<file path="src/design/nps_pkg.sv">
// ----------------------------------------------------------------------------
// nps_pkg
// Shared types and constants for the nonpreemptive priority scheduler.
// ----------------------------------------------------------------------------
package nps_pkg;

  localparam int QUEUE_DEPTH = 16;
  localparam int FILL_W      = $clog2(QUEUE_DEPTH + 1);

  localparam logic REQ_ARRIVAL = 1'b0;
  localparam logic REQ_TICK    = 1'b1;

  typedef struct packed {
    logic        req_type;
    logic [7:0]  job_id;
    logic [7:0]  job_priority;
    logic [15:0] burst_time;
  } in_item_t;

  typedef struct packed {
    logic        job_done;
    logic [7:0]  done_id;
    logic [31:0] done_time;
    logic        cpu_busy;
    logic [7:0]  running_id;
    logic        arrival_rejected;
    logic [4:0]  queued_count;
    logic [31:0] clock_now;
  } out_item_t;

  typedef struct packed {
    logic [7:0]  id;
    logic [7:0]  prio;
    logic [15:0] burst;
  } q_entry_t;

  typedef struct packed {
    logic ins;
    logic pop;
  } q_cmd_t;

endpackage

</file>
<file path="src/design/nps_queue.sv">
// ----------------------------------------------------------------------------
// nps_queue
// Shift-register ready queue kept sorted by priority, FIFO among equals.
// ----------------------------------------------------------------------------
module nps_queue
  import nps_pkg::*;
(
  input  logic              clk,
  input  logic              rst_n,
  input  q_cmd_t            cmd,
  input  q_entry_t          new_entry,
  output q_entry_t          head,
  output logic [FILL_W-1:0] fill,
  output logic              full
);

  q_entry_t          q_r   [QUEUE_DEPTH];
  q_entry_t          q_nxt [QUEUE_DEPTH];
  logic [FILL_W-1:0] fill_r;
  logic [FILL_W-1:0] fill_nxt;
  logic              le    [QUEUE_DEPTH];

  assign head = q_r[0];
  assign fill = fill_r;
  assign full = (fill_r == FILL_W'(QUEUE_DEPTH));

  // le[k]: occupied cell that stays put on insert (prefix of the queue)
  always_comb begin
    for (int k = 0; k < QUEUE_DEPTH; k++) begin
      le[k] = (k < int'(fill_r)) && (q_r[k].prio <= new_entry.prio);
    end
  end

  always_comb begin
    fill_nxt = fill_r;
    for (int k = 0; k < QUEUE_DEPTH; k++) begin
      q_nxt[k] = q_r[k];
    end
    if (cmd.ins && !full) begin
      fill_nxt = fill_r + 1'b1;
      for (int k = 0; k < QUEUE_DEPTH; k++) begin
        if (le[k]) begin
          q_nxt[k] = q_r[k];
        end else if (k == 0) begin
          q_nxt[k] = new_entry;
        end else if (le[k-1]) begin
          q_nxt[k] = new_entry;
        end else begin
          q_nxt[k] = q_r[k-1];
        end
      end
    end else if (cmd.pop && fill_r != '0) begin
      fill_nxt = fill_r - 1'b1;
      for (int k = 0; k < QUEUE_DEPTH - 1; k++) begin
        q_nxt[k] = q_r[k+1];
      end
    end
  end

  always_ff @(posedge clk) begin
    if (!rst_n) begin
      fill_r <= '0;
    end else begin
      fill_r <= fill_nxt;
    end
  end

  always_ff @(posedge clk) begin
    for (int k = 0; k < QUEUE_DEPTH; k++) begin
      q_r[k] <= q_nxt[k];
    end
  end

  a_fill_bound: assert property (@(posedge clk) disable iff (!rst_n)
    fill_r <= FILL_W'(QUEUE_DEPTH))
    else $error("queue fill above depth");

  a_cmd_excl: assert property (@(posedge clk) disable iff (!rst_n)
    !(cmd.ins && cmd.pop))
    else $error("insert and pop in the same cycle");

endmodule

</file>
<file path="src/design/nonpreemptive_priority_scheduler.sv">
// ----------------------------------------------------------------------------
// nonpreemptive_priority_scheduler
// Highest-priority-first, run-to-completion job scheduler with one shared
// saturating clock adder driven by a small sequencer.
// ----------------------------------------------------------------------------
// Sequence: an arrival moves from idle to the output state; a tick steps
//   through dispatch at the transfer, context add, run step and output.
//   The output state holds while an untaken result is still pending.
// Only one request is in flight: in_ready is high in idle alone, so the
//   sequencer can share the single 32-bit saturating adder.
// Reset (rst_n low, synchronous) empties the queue, clears the running job,
//   zeroes the clock and the context switch cost.
module nonpreemptive_priority_scheduler
  import nps_pkg::*;
(
  input  logic       clk,
  input  logic       rst_n,
  input  logic       in_valid,
  output logic       in_ready,
  input  in_item_t   in_data,
  output logic       out_valid,
  input  logic       out_ready,
  output out_item_t  out_data,
  input  logic       cfg_wr_en,
  input  logic [7:0] cfg_wr_data
);

  typedef enum logic [3:0] {
    ST_IDLE = 4'b0001,
    ST_CTX  = 4'b0010,
    ST_RUN  = 4'b0100,
    ST_FIN  = 4'b1000
  } state_t;

  state_t      state_r, state_nxt;
  logic [7:0]  cost_r;
  logic        run_valid_r, run_valid_nxt;
  logic [7:0]  run_id_r, run_id_nxt;
  logic [15:0] run_rem_r, run_rem_nxt;
  logic        started_r, started_nxt;
  logic [31:0] clock_r, clock_nxt;
  logic        done_r, done_nxt;
  logic [7:0]  done_id_r, done_id_nxt;
  logic [31:0] done_time_r, done_time_nxt;
  logic        rej_r, rej_nxt;
  logic        out_valid_r, out_valid_nxt;
  out_item_t   out_r, out_nxt;

  q_cmd_t            q_cmd;
  q_entry_t          q_new;
  q_entry_t          q_head;
  logic [FILL_W-1:0] q_fill;
  logic              q_full;

  // shared saturating clock adder
  logic [31:0] addend;
  logic [32:0] add_sum;
  logic [31:0] add_sat;

  assign add_sum = {1'b0, clock_r} + {1'b0, addend};
  assign add_sat = add_sum[32] ? '1 : add_sum[31:0];

  assign q_new.id    = in_data.job_id;
  assign q_new.prio  = in_data.job_priority;
  assign q_new.burst = in_data.burst_time;

  nps_queue u_queue (
    .clk       (clk),
    .rst_n     (rst_n),
    .cmd       (q_cmd),
    .new_entry (q_new),
    .head      (q_head),
    .fill      (q_fill),
    .full      (q_full)
  );

  assign in_ready  = (state_r == ST_IDLE);
  assign out_valid = out_valid_r;
  assign out_data  = out_r;

  always_comb begin
    state_nxt     = state_r;
    run_valid_nxt = run_valid_r;
    run_id_nxt    = run_id_r;
    run_rem_nxt   = run_rem_r;
    started_nxt   = started_r;
    clock_nxt     = clock_r;
    done_nxt      = done_r;
    done_id_nxt   = done_id_r;
    done_time_nxt = done_time_r;
    rej_nxt       = rej_r;
    out_nxt       = out_r;
    out_valid_nxt = out_valid_r && !out_ready;
    q_cmd         = '0;
    addend        = 32'd1;

    case (state_r)
      ST_IDLE: begin
        if (in_valid) begin
          done_nxt      = 1'b0;
          done_id_nxt   = '0;
          done_time_nxt = '0;
          rej_nxt       = 1'b0;
          if (in_data.req_type == REQ_ARRIVAL) begin
            if (q_full) begin
              rej_nxt = 1'b1;
            end else begin
              q_cmd.ins = 1'b1;
            end
            state_nxt = ST_FIN;
          end else begin
            if (!run_valid_r && q_fill != '0) begin
              q_cmd.pop     = 1'b1;
              run_valid_nxt = 1'b1;
              run_id_nxt    = q_head.id;
              run_rem_nxt   = q_head.burst;
              started_nxt   = 1'b0;
            end
            state_nxt = ST_CTX;
          end
        end
      end
      ST_CTX: begin
        addend = {24'd0, cost_r};
        if (run_valid_r && !started_r) begin
          clock_nxt   = add_sat;
          started_nxt = 1'b1;
        end
        state_nxt = ST_RUN;
      end
      ST_RUN: begin
        if (run_valid_r) begin
          if (run_rem_r != '0) begin
            run_rem_nxt = run_rem_r - 1'b1;
            clock_nxt   = add_sat;
          end
          if (run_rem_nxt == '0) begin
            done_nxt      = 1'b1;
            done_id_nxt   = run_id_r;
            done_time_nxt = clock_nxt;
            run_valid_nxt = 1'b0;
            started_nxt   = 1'b0;
          end
        end else begin
          clock_nxt = add_sat;
        end
        state_nxt = ST_FIN;
      end
      ST_FIN: begin
        if (!out_valid_r || out_ready) begin
          out_nxt.job_done         = done_r;
          out_nxt.done_id          = done_id_r;
          out_nxt.done_time        = done_time_r;
          out_nxt.cpu_busy         = run_valid_r;
          out_nxt.running_id       = run_valid_r ? run_id_r : '0;
          out_nxt.arrival_rejected = rej_r;
          out_nxt.queued_count     = 5'(q_fill);
          out_nxt.clock_now        = clock_r;
          out_valid_nxt            = 1'b1;
          state_nxt                = ST_IDLE;
        end
      end
      default: begin
        state_nxt = ST_IDLE;
      end
    endcase
  end

  always_ff @(posedge clk) begin
    if (!rst_n) begin
      state_r     <= ST_IDLE;
      cost_r      <= '0;
      run_valid_r <= 1'b0;
      run_id_r    <= '0;
      run_rem_r   <= '0;
      started_r   <= 1'b0;
      clock_r     <= '0;
      done_r      <= 1'b0;
      done_id_r   <= '0;
      done_time_r <= '0;
      rej_r       <= 1'b0;
      out_valid_r <= 1'b0;
    end else begin
      state_r     <= state_nxt;
      if (cfg_wr_en) begin
        cost_r <= cfg_wr_data;
      end
      run_valid_r <= run_valid_nxt;
      run_id_r    <= run_id_nxt;
      run_rem_r   <= run_rem_nxt;
      started_r   <= started_nxt;
      clock_r     <= clock_nxt;
      done_r      <= done_nxt;
      done_id_r   <= done_id_nxt;
      done_time_r <= done_time_nxt;
      rej_r       <= rej_nxt;
      out_valid_r <= out_valid_nxt;
    end
  end

  always_ff @(posedge clk) begin
    out_r <= out_nxt;
  end

  a_started_valid: assert property (@(posedge clk) disable iff (!rst_n)
    started_r |-> run_valid_r)
    else $error("started flag without a running job");

  a_clock_mono: assert property (@(posedge clk) disable iff (!rst_n)
    $past(rst_n) |-> clock_r >= $past(clock_r))
    else $error("scheduler clock went backwards");

  a_done_idle: assert property (@(posedge clk) disable iff (!rst_n)
    out_valid_r && out_r.job_done |-> !out_r.cpu_busy && !out_r.arrival_rejected)
    else $error("finished job still shown as running");

endmodule

</file>
<file path="config.mk">
export PLATFORM = sky130hd
export DESIGN_NAME = nonpreemptive_priority_scheduler
export DESIGN_NICKNAME = d
export VERILOG_FILES = /design/src/design/nps_pkg.sv /design/src/design/nps_queue.sv /design/src/design/nonpreemptive_priority_scheduler.sv
export SDC_FILE = /design/constraint.sdc
export NUM_CORES = 2
export LEC_CHECK = 0
export ABC_AREA = 1
export BUFFER_PORTS_ARGS = -buffer_cell sky130_fd_sc_hd__clkbuf_2
export CAP_MARGIN = 20
export CORE_UTILIZATION = 47
export CTS_CLUSTER_SIZE = 30
export DETAILED_ROUTE_END_ITERATION = 12
export PLACE_DENSITY = 0.67
export RECOVER_POWER = 25
export SYNTH_ARGS = -nofsm -noshare
export SYNTH_HDL_FRONTEND = slang
export SYNTH_HIERARCHICAL = 1
export SYNTH_SLANG_ARGS = --single-unit
</file>
<file path="constraint.sdc">
create_clock -name clk -period 8.4 [get_ports clk]
set_input_delay 1.68 -clock clk [delete_from_list [all_inputs] [get_ports clk]]
set_output_delay 1.68 -clock clk [all_outputs]
set_load 0.05 [all_outputs]
</file>
# After elaboration in Yosys (flattened, before gate mapping)

Memories as Yosys holds them, arrays and structs flattened.
Index checks and enable logic that the tools add are counted.

$add $sub $neg: 4
$lt $le $gt $ge: 32
Equal/unequal tests: 12
Muxes and demuxes: 89
Reductions and logical operators: 43

Operators with widths:

| operator                                                              | number |
|---|---|
| 32-bit two-way mux                                                    | 39 |
| 480-bit two-way mux                                                   | 2 |
| 8-bit <= comparator                                                   | 16 |
| 32-bit one-hot mux with 2 select lines                                | 2 |
| 16-bit two-way mux                                                    | 7 |
| 4-bit by 5-bit < comparator with 1-bit output (first input constant)  | 8 |
| 32-bit by 32-bit adder with 33-bit output                             | 1 |
| 8-bit two-way mux                                                     | 4 |
| 16-bit one-hot mux with 2 select lines                                | 1 |
| 1-bit two-way mux                                                     | 22 |
| 1-bit logical AND                                                     | 21 |
| 3-bit by 5-bit < comparator with 1-bit output (first input constant)  | 4 |
| 16-bit zero test                                                      | 1 |
| 4-bit one-hot mux with 4 select lines                                 | 1 |
| 8-bit one-hot mux with 2 select lines                                 | 1 |
| 16-bit nonzero test                                                   | 1 |
| 16-bit by 1-bit subtractor with 16-bit output (second input constant) | 1 |
| 4-bit two-way mux                                                     | 3 |
| 4-bit AND reduction                                                   | 3 |
| 1-bit by 5-bit < comparator with 1-bit output (first input constant)  | 2 |
| 2-bit by 5-bit < comparator with 1-bit output (first input constant)  | 2 |
| 5-bit two-way mux                                                     | 2 |
| 2-bit inequality test (second input constant)                         | 5 |
| 2-bit AND reduction                                                   | 4 |
| 18 further kinds                                                      | 27 |

Register bits after elaboration: 206
Bits in writable memories: 512
Input port bits: 46
Output and inout port bits: 90
Logic and storage cells: 202
Memories: 1

Memory list:

| memory      | words | bits a word | read ports | clocked after memory_dff | write ports | line            | text |
|---|---|---|---|---|---|---|---|
| u_queue.q_r | 16    | 32          | 16         | 0                        | 16          | nps_queue.sv:17 | `q_entry_t q_r [QUEUE_DEPTH];` |

# Logic depth before layout (Yosys ltp)

Word-level depth: 9
Mapped depth: 22
Gate-level depth less buffers: 21

# Modules after synthesis

Netlist, hierarchy kept.

By module, submodules not included:

| module                           | times used | cells each | area each (um^2) | sequential area each (um^2) |
|---|---|---|---|---|
| nps_queue                        | 1          | 4163       | 31227.4          | 15474.8 |
| nonpreemptive_priority_scheduler | 1          | 1174       | 9491.6           | 4904.7 |

# Least setup slack after synthesis

No wires, ideal clock.

Path kind: input-to-reg
Start: in out_ready
End: reg out_r (netlist bit out_data[0]), enable pin
Setup time: 564 ps
Arrival: 6010 ps
Required time: 7836 ps
Setup slack: 1826 ps
Stages: 2
Path buffers: 0
Cell sequence: inv_1 -> a21oi_1

Word-level cells in the longest chain between the ends: 2

RTL lines:

| element                       | line                                    | text |
|---|---|---|
| from (decl)                   | nonpreemptive_priority_scheduler.sv:22  | `input logic out_ready,` |
| 1-bit logical OR              | nonpreemptive_priority_scheduler.sv:150 | `if (!out_valid_r \|\| out_ready) begin` |
| 2-bit AND reduction (no line) | -                                       |  |
| to (signal assigned)          | nonpreemptive_priority_scheduler.sv:202 | `out_r <= out_nxt;` |
| to (decl)                     | nonpreemptive_priority_scheduler.sv:47  | `out_item_t out_r, out_nxt;` |

No other way between the ends.
A chain may end at the register's enable or synchronous reset.

# Worst setup path after layout

Start: reg run_rem_r[0]
End: reg done_time_r[31]

Word-level cells in the longest chain between the ends: 7
Elaborated cells on any way between the ends: 12
Classes of those cells: add/sub: 1; eq/ne: 1; mux: 7; reduce/logical: 3

RTL lines:

| element                                                                              | line                                                                             | text |
|---|---|---|
| from (decl)                                                                          | nonpreemptive_priority_scheduler.sv:39                                           | `logic [15:0] run_rem_r, run_rem_nxt;` |
| from (signal assigned)                                                               | nonpreemptive_priority_scheduler.sv:190                                          | `run_rem_r <= run_rem_nxt;` |
| 16-bit by 1-bit subtractor with 16-bit output or 16-bit nonzero test (tied branches) | nonpreemptive_priority_scheduler.sv:134, nonpreemptive_priority_scheduler.sv:133 |  |
| 16-bit two-way mux                                                                   | nonpreemptive_priority_scheduler.sv:133                                          | `if (run_rem_r != '0) begin` |
| 16-bit two-way mux                                                                   | nonpreemptive_priority_scheduler.sv:132                                          | `if (run_valid_r) begin` |
| 16-bit two-way mux                                                                   | nonpreemptive_priority_scheduler.sv:97                                           | `case (state_r)` |
| 16-bit zero test                                                                     | nonpreemptive_priority_scheduler.sv:137                                          | `if (run_rem_nxt == '0) begin` |
| 2-bit inequality test (no line)                                                      | -                                                                                |  |
| 4-bit AND reduction (no line)                                                        | -                                                                                |  |
| to (signal assigned)                                                                 | nonpreemptive_priority_scheduler.sv:195                                          | `done_time_r <= done_time_nxt;` |
| to (decl)                                                                            | nonpreemptive_priority_scheduler.sv:44                                           | `logic [31:0] done_time_r, done_time_nxt;` |

Several ways; a longest one is shown, not always the timed one. The select of a mux whose other input is x is not followed.

==> flow_summary.ini <==
[floorplan]
die_h_um = 296.1
num_io_pins = 136
rows = 107
dieArea_um2 = 87690
core_um2 = 85410
initial_core_util_pct = 47.60
die_w_um = 296.1

[min_path]
hold-path-endpoint = out_data[76]
whs_path_depth = 0
hp-class = reg2reg
worstHoldStart = done_time_r[29]

[placed_design]
dp_hpwl_mm = 67.81
gp_congestion = 0.8618
portBuffers = 135

[global_route]
grt_usage_pct = 21.79
use_met3_pct = 2.653
grt_pass1_vias = 30329
grt_max_degree = 106
gr-usage-met1_pct = 30.41
use_met2_pct = 35.77
grt-busiest-layer = met2
antenna_found_initial = 1
grt_overflow_total = 0
grt_pass1_wl_mm = 156.8

[route]
drc = 0
wirelength_mm = 95.93
wire_per_inst_um = 14.65
dr_total_vias = 31947
ant_nets = 0
firstDrtPassIters = 6
vias_per_cell = 4.878
drtIter0Drc = 2250

[power_and_ir_drop]
comb_power_share_pct = 32.0
power_density_nw_per_um2 = 299.3
ir_worst_vdd_mv = 0.1868
swShare_pct = 36.76
seqPwrFrac_pct = 41.4
p_int_mw = 8.377
p_total_mw = 13.25
p_leak_nw = 23.65
p_switching_mw = 4.870
p_clk_share_pct = 26.6

[sta]
fin_setup_tns_ns = 0
fin_crit_ns = 6.072
fin_hold_ws_ns = 0.4110
clock_skew_ns = 0.03114
setup_viol = 0
clock.fmax_mhz = 164.7
hold_viol = 0
slew_headroom_pct = -149.3
slew_violations = 338
rsz0062_at_grt = no
worst_pin_slew_ns = 3.740
fin_crit_sh_pct = 72.28

[clock_network]
hold_buffers = 0
cts_resized = 0
cts-root-buf = clkbuf_16
cts_tree = done
clk_pin_slew_ns = 0.06
clockBufferDepth = 3
cts_buffers = 81
postCtsSetupRepairBufs = 0
cts_sinks = 718
htreeDepth = 3
insertion_delay_ns = 0.65

[critical_path]
cp-end-kind = register
critical_path.cell_chain = inv_1, ha_1, nand2_2, nor2_1, nand2_1, clkbuf_1, nand2_1, nand2_1, nand2_1, nor2_1, nand4_1, nor2_4, clkbuf_1, nand3_1, a21oi_1
cp-start-kind = register
cp_num_buf_inv = 3
path_delay_family = buffers and inverters
cpPeakStageDelay_ns = 1.47
timing.rr.start = run_rem_r[0]
worstPathRequired_ns = 8.91
cp_common_cell = nand2_1
r2r_slack_ns = 2.33
r2r_end = done_time_r[31]
reg2reg_depth = 15
worstPathArrival_ns = 6.58
critical_path_class = reg2reg
path_max_fanout = 48
critical-path-slowest-cell = clkbuf_1

[synthesis]
synth_area_um2 = 40660
syn_area_per_cell_um2 = 7.630
synth_warnings = 6
synth_nets = 5518
synthCells = 5329

[flow_run]
cap_violations = 7

[cells_and_area]
fin_nets = 5530
antennaDiodeCount = 0
drive_gt1_share_pct = 5.402
area_growth_pct = 8.860

[status]
outcome = finished, violations left
violations = capacitance limit, slew limit
==> final cells by class <==
| type | instances | area (um2) |
|---|---|---|
| clock buffer | 107 | 2186 |
| fill | 8368 | 41150 |
| multi-input combinational | 3717 | 16440 |
| inverter | 628 | 2360 |
| clock inverter | 40 | 459.2 |
| tap | 1144 | 1431 |
| timing repair buffer | 195 | 1003 |
| sequential | 718 | 20380 |
==> worst register-to-register path, cell delays in order (launching register included) <==
cell	delay [ns]
dfxtp_1	0.42
inv_1	0.19
ha_1	0.26
nand2_2	0.07
nor2_1	0.05
nand2_1	0.49
clkbuf_1	1.47
nand2_1	0.11
nand2_1	0.19
nand2_1	0.09
nor2_1	0.13
nand4_1	0.15
nor2_4	0.13
clkbuf_1	1.45
nand3_1	0.48
a21oi_1	0.26
==> metal layers <==
layer	routed length [um]	part of all wire (%)
met5	9	0.0094
met1	45110	47
met3	5250	5.5
met2	43720	46
met4	1846	1.9
==> registers in the layout, summed over array words and instances (netlist names) <==
name,cells
rej_r,1
state_r,4
clock_r,32
started_r,1
out_data,88
done_id_r,8
u_queue/q_r,512
run_id_r,8
run_rem_r,16
done_time_r,32
cost_r,8
run_valid_r,1
done_r,1
out_valid,1
u_queue/fill,5
==> power by group through the flow <==
stage / clock (mW) / combinational [mW] / sequential [mW]
CTS: 3.60 / 4.24 / 5.48
floorplan: 0 / 3.30 / 5.45
global route: 3.74 / 4.87 / 5.56
finish: 3.53 / 4.23 / 5.48
detailed placement: 0 / 4.21 / 5.55
global placement: 0 / 4.12 / 5.52
==> per-stage QoR <==
stage | setup slack [ns] | area [um2] | util (%) | cells
after CTS | 3.581 | 44430 | 52.01 | 6548
after detailed placement | 2.919 | 41780 | 48.92 | 6401
after global placement | 2.921 | 41780 | 48.92 | 6401
after floorplan | 1.826 | 40660 | - | 5329
final | 2.328 | 44260 | 51.82 | 6549
after global routing | 1.761 | 44260 | 51.82 | 6549
==> worst max-delay path by stage <==
stage | endpoint | startpoint | depth (start not counted)
CTS | u_queue/q_r[1][71] | in_data[32] | 9
detailed placement | u_queue/q_r[1][74] | in_data[32] | 9
global route | done_time_r[31] | run_rem_r[0] | 15
global placement | u_queue/q_r[1][73] | in_data[32] | 9
finish | done_time_r[31] | run_rem_r[0] | 15
floorplan | out_data[0] | out_ready | 2
==> layout by cell type (no fill, tap or decap), types with 10 or more instances in the layout <==
master and instances:
buf_4 47, ha_1 142, a31oi_1 16, nor2_1 137, a221oi_1 10, o21ai_0 52
inv_2 10, nand2_1 2833, inv_1 616, clkbuf_2 44, dfxtp_1 118, a21o_1 14
o21ai_1 38, a22oi_1 25, nand3_1 164, clkinv_2 14, xor2_1 13, nor3_1 14
a21oi_1 144, clkbuf_1 123, clkbuf_16 82, nand2_2 40, edfxtp_1 600, nand4_1 27
Power figures use the tool's default switching activity.
